**config.mk**
```make
export PLATFORM = sky130hd
export DESIGN_NAME = wvpd_div
export DESIGN_NICKNAME = d
export VERILOG_FILES = /design/src/hdl/wvpd_pkg.sv /design/src/hdl/wvpd_div.sv
export SDC_FILE = /design/constraint.sdc
export NUM_CORES = 1
export LEC_CHECK = 0
export BUFFER_PORTS_ARGS = -buffer_cell sky130_fd_sc_hd__buf_2
export CORE_MARGIN = 1.5
export CORE_UTILIZATION = 40
export CTS_CLUSTER_DIAMETER = 120
export DETAILED_ROUTE_END_ITERATION = 16
export PLACE_DENSITY_LB_ADDON = 0.15
export SLEW_MARGIN = 5
export SYNTH_ARGS = -nofsm -noshare
export SYNTH_HDL_FRONTEND = slang
export SYNTH_SLANG_ARGS = --single-unit
```
**constraint.sdc**
```tcl
create_clock -name clk -period 2.24 [get_ports clk]
set_input_delay 0.448 -clock clk [delete_from_list [all_inputs] [get_ports clk]]
set_output_delay 0.448 -clock clk [all_outputs]
set_load 0.05 [all_outputs]
```
**src/hdl/wvpd_pkg.sv**
```systemverilog
// ----------------------------------------------------------------------------
// wvpd_pkg: shared types and constants for the wheel velocity drive
// Register indexes, reset values and fixed controller constants.
// ----------------------------------------------------------------------------
package wvpd_pkg;

	localparam int unsigned VelWidthDefault = 16;
	localparam int unsigned RegCount        = 7;
	localparam int unsigned CfgIdxWidth     = 3;
	localparam int unsigned CfgDataWidth    = 24;

	typedef enum logic [CfgIdxWidth-1:0] {
		REG_KP      = 3'd0,
		REG_KI      = 3'd1,
		REG_KD      = 3'd2,
		REG_UPPER   = 3'd3,
		REG_LOWER   = 3'd4,
		REG_ACCEL   = 3'd5,
		REG_NEUTRAL = 3'd6
	} reg_idx_t;

	localparam logic [7:0]  UpperReset   = 8'd250;
	localparam logic [7:0]  LowerReset   = 8'd0;
	localparam logic [15:0] AccelReset   = 16'd5120;
	localparam logic [7:0]  NeutralReset = 8'd125;

	localparam int unsigned DivWidth = 64;

endpackage

```
**src/hdl/wvpd_div.sv**
```systemverilog
// ----------------------------------------------------------------------------
// wvpd_div: serial unsigned divider
// Restoring radix-2 divider, one quotient bit per cycle.
// ----------------------------------------------------------------------------
module wvpd_div (
	input  logic                           clk,
	input  logic                           arst_n,
	input  logic                           start,
	input  logic [wvpd_pkg::DivWidth-1:0]  dividend,
	input  logic [15:0]                    divisor,
	output logic                           done,
	output logic [wvpd_pkg::DivWidth-1:0]  quotient,
	output logic [15:0]                    remainder
);
	import wvpd_pkg::*;

	localparam int unsigned CntWidth = $clog2(DivWidth + 1);

	logic [DivWidth-1:0] quo_q;
	logic [16:0]         rem_q;
	logic [15:0]         dsr_q;
	logic [CntWidth-1:0] cnt_q;
	logic                busy_q;
	logic [16:0]         trial;

	always_comb begin
		trial = {rem_q[15:0], quo_q[DivWidth-1]};
	end

	always_ff @(posedge clk or negedge arst_n) begin
		if (!arst_n) begin
			busy_q <= 1'b0;
			cnt_q  <= '0;
			done   <= 1'b0;
		end else begin
			done <= 1'b0;
			if (start) begin
				busy_q <= 1'b1;
				cnt_q  <= CntWidth'(DivWidth);
			end else if (busy_q) begin
				cnt_q <= cnt_q - 1'b1;
				if (cnt_q == CntWidth'(1)) begin
					busy_q <= 1'b0;
					done   <= 1'b1;
				end
			end
		end
	end

	always_ff @(posedge clk) begin
		if (start) begin
			quo_q <= dividend;
			rem_q <= '0;
			dsr_q <= divisor;
		end else if (busy_q) begin
			if (trial >= {1'b0, dsr_q}) begin
				rem_q <= trial - {1'b0, dsr_q};
				quo_q <= {quo_q[DivWidth-2:0], 1'b1};
			end else begin
				rem_q <= trial;
				quo_q <= {quo_q[DivWidth-2:0], 1'b0};
			end
		end
	end

	assign quotient  = quo_q;
	assign remainder = rem_q[15:0];

endmodule

```
==> results of run 1 <==
-- power groups by stage --
stage,sequential (mW),combinational [mW],clock [mW]
after global placement,2.89,3.59,0
after floorplan,3.95,1.64,0
after global routing,2.96,4.18,1.65
after CTS,2.87,3.65,1.56
final,2.90,3.90,1.52
after detailed placement,2.91,3.60,0
-- path summary, 6_finish.rpt --
| path | from | end | slack, ns |
|---|---|---|---|
| setup reg to reg | quotient[63]$_DFFE_PP_ | rem_q[8]$_SDFFE_PP0P_ | -0.0006 |
| hold reg to reg | rem_q[11]$_SDFFE_PP0P_ | rem_q[11]$_SDFFE_PP0P_ | 0.51 |
| max in group asynchronous | arst_n | cnt_q[3]$_DFFE_PN0P_ | 1.58 |
| min in group asynchronous | arst_n | busy_q$_DFF_PN0_ | 0.47 |
| hold / removal | divisor[15] | dsr_q[15]$_DFFE_PP_ | 0.27 |
| setup / recovery | quotient[63]$_DFFE_PP_ | rem_q[8]$_SDFFE_PP0P_ | -0.0006 |
-- routing by layer --
layer | share of wire (%) | routed length (um) | GRT usage [%] | up-vias
met4 | 2.4 | 306 | 9.16 | 0
met5 | 0 | 0 | 0 | -
met1 | 42 | 5280 | 23.5 | 1902
li1 | - | - | - | 1901
met3 | 8.1 | 1020 | 6.18 | 21
met2 | 48 | 6000 | 29.7 | 145
-- area by class of cell --
cell class,count,share of cell area (%)
Multi-Input combinational cell,265,32.8
Sequential cell,105,43.4
Timing Repair Buffer,190,15.3
Clock buffer,14,3.87
Tap cell,172,3.14
Clock inverter,2,0.201
Inverter,22,1.26
-- timing repair --
item,CTS,global route
hold endpoints to repair,9,0
endpoints found under the setup margin,3,17
gates resized for setup,6,25
pin swaps,5,16
setup buffers,2,3
hold buffers,1,0
-- cells by family after synthesis --
logic type / synth area share (%)
flops: 56.8
simple gates: 8.14
compound gates: 10.1
mux: 13.9
buf+inv: 3.40
fa+ha+maj: 4.72
xor+xnor: 3.04
-- sequential cells by signal, indices dropped and copies added, names as in the netlist --
name	count
quotient	64
dsr_q	16
rem_q	16
cnt_q	7
busy_q	1
done	1
-- cells in the final DEF (no fill, tap or decap), types with 9 or more instances in the layout --
cell type / count
mux2_2: 64
ha_1: 11
edfxtp_1: 80
nor2_1: 31
a311oi_1: 9
buf_2: 162
dfrtp_1: 9
buf_4: 24
o21ai_1: 13
xnor2_1: 9
inv_1: 19
clkbuf_16: 10
nand2_1: 20
nand3_1: 15
-- through the flow --
stage,power (mW),area [um^2],util [%],setup TNS [ns]
final,8.32,6860,54.4,-0.000573
after global routing,8.79,6860,54.4,-0.389
after CTS,8.08,6690,53.0,0
after detailed placement,6.51,6370,50.5,-0.120
after global placement,6.48,6370,50.5,0
after floorplan,5.59,5250,-,-0.540
==> results by group, run 1 <==
Power
  – P per Cell Area: 1210 nW/um^2
  – Peak supply drop: 487 uV
  – Clock share of power: 18.3%
  – Flop pwr share: 34.8%
  – Combinational Power Share: 46.9%
  – Sw Ratio: 42.0%
  – P_sw: 3.50 mW
  – Internal: 4.82 mW
  – Lkg Pwr: between 2 and 3 nW

Layout
  – Fin cells: 770
  – Antenna Cells: 0
  – Layout area overhead: 32.1%
  – Footprint of the multi-input gates: 2250 um^2
  – FF/Latch Area: 2980 um^2
  – Nets: around 700
  – Filler cells: around 1200
  – Layout cells sized above 1: approximately half

Drt
  – DRC viols: 0
  – Final Routed Wirelength: 12.6 mm
  – Via/cell ratio: 5.15
  – Detail Route Antenna Nets: 0
  – DR iter-0 viols: 164
  – Pre-antenna DRT Iters: 4
  – Vias: 3969
  – Wire per inst: roughly 16 um

STA
  – Crit share post-route: 100%
  – Slew headroom: 68.2%
  – Fmax: roughly 450 MHz
  – RSZ-0062 raised after global routing: yes
  – Setup ws final: -0.000573 ns
  – Minimum clock period: 2.24 ns
  – Final setup vio count: 1
  – Worst-Margin Slew: 0.470 ns
  – Fin Hold WS: roughly 0.27 ns
  – Final hold vios: 0
  – Pins Over Slew Limit: 0
  – Clk_skew: 0.0103 ns

Synthesis
  – Sequential-to-total area share from yosys stat: a little under three fifths
  – FFs w/ async S/R, synth: 8.57%
  – Unique cell type count in the Yosys netlist: 51
  – Synth cell count leaders: edfxtp_1, mux2_2, nor2_1, inv_1, nand2_1
  – Cell taking the most area after synthesis: edfxtp_1
  – Synth top area share: between 40% and 50%
  – Top-count cell post-synth: edfxtp_1
  – Main synth FF type: edfxtp_1
  – Yosys reg bits: 105
  – Avg Cell Area, Syn: between 10 and 15 um^2
  – Post-Syn Instances: ~400
  – Syn nets: approximately 510
  – Largest cells by area after synthesis: edfxtp_1, mux2_2, dfxtp_1
  – Yosys warns: 0
  – Post-synth EDFFs: 80
  – Synthesized area: 5190 um^2

Setup path
  – Max FO, Critical Path: 3
  – Crit path kind: reg2reg
  – Slowest stage delay, CP: 0.40 ns
  – Startpoint Class: flip-flop
  – Nature of the critical path endpoint: flip-flop
  – Crit-path slowest cell: edfxtp_1
  – Critical path depth in cells: 10
  – WP data arrival: 2.50 ns
  – CP top delay family: compound AO/OA/AOI/OAI gates
  – CP required: roughly 2.5 ns
  – Reg2reg path depth: 10
  – Worst Path Buf+Inv: 2
  – Critical-path cell list: inv_2 > ha_4 > inv_2 > fa_2 > a21o_4 > a221oi_4 > o21ai_1 > xor2_1 > o21ai_1 > a311oi_1

Global routing
  – Vias in the first global route: 3861
  – Remaining Overflow, GRT: 0
  – Initial antenna violation count: 0
  – GRT Util Overall: 18.9%
  – Pin count of the biggest net entering global routing: 77
  – First-pass GRT wire length: 19.5 mm

Outcome
  – Outcome: finished with violations
  – Failing checks: negative setup slack

Clock tree
  – Clock Sinks: 105
  – Clk slew on worst S/H paths: ~0.070 ns
  – Root Buffer: clkbuf_16
  – CTS buffer count: 9
  – CTS tree: yes
  – Clk_lat worst skew: 0.35 ns
  – CTS max path bufs: 2
  – H-tree levels: 3

Floorplanning
  – Die height: 117 um
  – Top-Level Pins: 164
  – Die Area: 13700 um^2
  – Placeable Area: about 13000 um^2
  – Cell row count: 41
  – Effective utilization at floorplan: between 40% and 50%
  – DIE WIDTH: 117 um

Hold path
  – Hold Path Stages: 1
  – HP Class: in2reg

Placed design
  – Port bufs: 163
  – Pre-CTS setup slack: -0.0530 ns
  – GP Congestion: 0.882
  – Cells after DPL: 748
  – DPL Wire Length: 8.87 mm

Run
  – Max-Cap Viols: 0
Note: power is estimated with default switching activity, not from simulation.
==> run 2: changes to the inputs <==
CORE_UTILIZATION = 45   (was 40)
==> run 2 against run 1 <==
The flow still finishes with violations (negative setup slack). Critical path depth is the same. Sequential power is essentially flat. Die area shrank 11%. Non-clock buffer count grew 8. Critical path type unchanged. Global-route usage grew 1.4 points. Fmax shrank 3.3%. Worst setup slack lost 0.077 ns. Worst hold slack lost 0.0012 ns. Wire length shrank 1.5%.
==> results by group, run 2 (synthesis results as in run 1) <==
Global routing
  – Pin count of the biggest net entering global routing: 107 (+39%)
  – Initial antenna violation count: 0 (unchanged)
  – First-pass GRT wire length: 19.6 mm (+0.60%)
  – Vias in the first global route: 4042 (+4.7%)
  – GRT Util Overall: 20.2% (+1.4 points)
  – Remaining Overflow, GRT: 0 (unchanged)

Layout
  – Filler cells: 956 (-18%)
  – Final Util: 60.8% (+6.5 points)
  – Footprint of the multi-input gates: 2260 um^2 (+0.44%)
  – Largest register FFs: 64 (unchanged)
  – Layout area overhead: 32.6%
  – FF/Latch Area: 2980 um^2 (unchanged)
  – Layout cells sized above 1: 53.6% (+2.1 points)
  – Fin cells: 749 (-2.7%)
  – Most frequent cells in the layout: buf_2, edfxtp_1, mux2_2, nor2_1, buf_4
  – Antenna Cells: 0 (unchanged)
  – Nets: 703 (+1.2%)
  – Most common cell after layout, fill and taps aside: buf_2

Drt
  – Vias: 4008 (+0.98%)
  – Met2 routed WL: 6.13 mm (+2.2%)
  – Wire per inst: 16.6 um (+1.3%)
  – Via/cell ratio: 5.35 (+3.8%)
  – DR iter-0 viols: 200 (+22%)
  – Pre-antenna DRT Iters: 4 (unchanged)
  – Detail Route Antenna Nets: 0 (unchanged)
  – DR WL met3: 919 um (-9.7%)
  – Max Used Layer: met4
  – DRC viols: 0 (unchanged)
  – Final Routed Wirelength: 12.4 mm (-1.5%)
  – WL met1: 5.09 mm (-3.6%)

Setup path
  – Most used cell, CP: inv_2
  – WP data arrival: 2.56 ns (+0.06 ns)
  – Nature of the critical path endpoint: flip-flop
  – CP required: 2.48 ns (about the same)
  – Slowest stage delay, CP: 0.40 ns (about the same)
  – Crit-path slowest cell: edfxtp_1
  – Max FO, Critical Path: 3 (unchanged)
  – Startpoint Class: flip-flop
  – Crit path kind: reg2reg
  – Critical-path cell list: inv_2 > ha_4 > inv_2 > fa_2 > a21o_4 > a221oi_4 > buf_4 > xnor2_2 > o21ai_1 > a311oi_1

STA
  – Fin Hold WS: 0.267 ns (-0.00116 ns)
  – Final hold vios: 0 (unchanged)
  – Clk_skew: 0.0132 ns (+0.00291 ns)
  – Final setup vio count: 3 (+2)
  – Crit share post-route: 103% (+3.4 points)
  – RSZ-0062 raised after global routing: yes
  – Setup ws final: -0.0772 ns (-0.0767 ns)
  – Minimum clock period: 2.32 ns (+0.0767 ns)
  – Slew headroom: 46.5% (-22 points)
  – Fmax: 432 MHz (-3.3%)
  – Worst-Margin Slew: 0.802 ns (+0.331 ns)
  – Pins Over Slew Limit: 0 (unchanged)

Clock tree
  – Clk slew on worst S/H paths: 0.07 ns (about the same)
  – CTS max path bufs: 2 (unchanged)
  – Root Buffer: clkbuf_16
  – CTS buffer count: 9 (unchanged)
  – CTS tree: yes
  – H-tree levels: 3 (unchanged)
  – Clock Sinks: 105 (unchanged)
  – Clk_lat worst skew: 0.35 ns (about the same)

Floorplanning
  – DIE WIDTH: 110 um (-5.6%)
  – Die height: 110 um (-5.6%)
  – Top-Level Pins: 164 (unchanged)
  – Effective utilization at floorplan: 45.9% (+4.7 points)
  – Die Area: 12200 um^2 (-11%)
  – Placeable Area: 11300 um^2 (-10%)
  – Cell row count: 39 (-4.9%)

Power
  – Internal: 4.75 mW (-1.5%)
  – Combinational Power Share: 47.7% (+0.8 points)
  – Clock share of power: 17.7% (-0.6 points)
  – P per Cell Area: 1210 nW/um^2 (-0.45%)
  – Pwr Total: 8.31 mW (about the same)
  – Peak supply drop: 628 uV (+29%)
  – Sw Ratio: 42.8% (+0.80 points)
  – Flop pwr share: 34.7% (about the same)
  – P_sw: 3.56 mW (+1.8%)
  – Lkg Pwr: 2.98 nW (+1.5%)

Placed design
  – Pre-CTS setup slack: -0.0940 ns (-0.0410 ns)
  – GP Congestion: 0.875 (-0.73%)
  – Cells after DPL: 721 (-3.6%)
  – Port bufs: 163 (unchanged)
  – DPL Wire Length: 8.58 mm (-3.2%)

Hold path
  – HP Class: in2reg

Outcome
  – Failing checks: negative setup slack
  – Outcome: finished with violations

Run
  – Max-Cap Viols: 0 (unchanged)
-- run 2: changes by cell type in the layout (fill, tap and decap cells not counted), sizes merged --
cell,previous run,this run
inv,21,23
clkbuf,14,12
buf,189,197
-- run 2: cell type report --
type,count,share of cell area (%)
Multi-Input combinational cell,265,32.8
Tap cell,143,2.60
Clock inverter,4,0.436
Clock buffer,12,3.43
Sequential cell,105,43.2
Inverter,22,1.25
Timing Repair Buffer,198,16.2
-- run 2: worst paths after layout --
kind,start,end,slack (ns),cells past startpoint
worst max-delay path,quotient[63]$_DFFE_PP_,rem_q[6]$_SDFFE_PP0P_,-0.08,10
worst min-delay path,divisor[14],dsr_q[14]$_DFFE_PP_,0.27,1
worst max register to register,quotient[63]$_DFFE_PP_,rem_q[6]$_SDFFE_PP0P_,-0.08,10
worst min register to register,rem_q[4]$_SDFFE_PP0P_,rem_q[4]$_SDFFE_PP0P_,0.51,2
max in group asynchronous,arst_n,cnt_q[2]$_DFFE_PN0P_,1.57,2
min in group asynchronous,arst_n,busy_q$_DFF_PN0_,0.48,2
-- run 2: routing by layer --
metal	GRT usage [%]	vias to the layer above
met1	23.9	1919
met4	7.52	0
met3	7.46	23
met2	33.7	136
met5	0	-
li1	-	1930
-- run 2: worst max-delay path: cells and delay by family (launching register included) --
family          cells  cell delay (ns)
compound gates      4             0.92
fa+ha+maj           2             0.48
flops               1             0.40
buf+inv             3             0.31
xor+xnor            1             0.09
-- run 2: power groups by stage --
stage	combinational, mW	sequential, mW	clock (mW)
2_1_floorplan	1.64	3.95	0
3_3_place_gp	3.59	2.89	0
3_5_place_dp	3.62	2.91	0
4_1_cts	3.68	2.88	1.52
5_1_grt	4.22	2.94	1.59
6_report	3.96	2.88	1.47
-- run 2: through the flow --
| step | setup TNS, ns | instance area (um^2) |
|---|---|---|
| after global routing | -0.717 | 6890 |
| final | -0.138 | 6890 |
| after floorplan | -0.540 | 5250 |
| after global placement | 0 | 6350 |
| after detailed placement | -0.180 | 6350 |
| after CTS | -0.0515 | 6670 |
-- run 2: timing repair --
action                                 in CTS  in global routing
endpoints found under the hold margin       9                  0
pin swaps                                   5                 18
setup buffers                               4                  7
hold buffers                                1                  0
setup endpoints to repair                   4                 17
cloned                                      0                  0
gates resized for setup                     5                 33
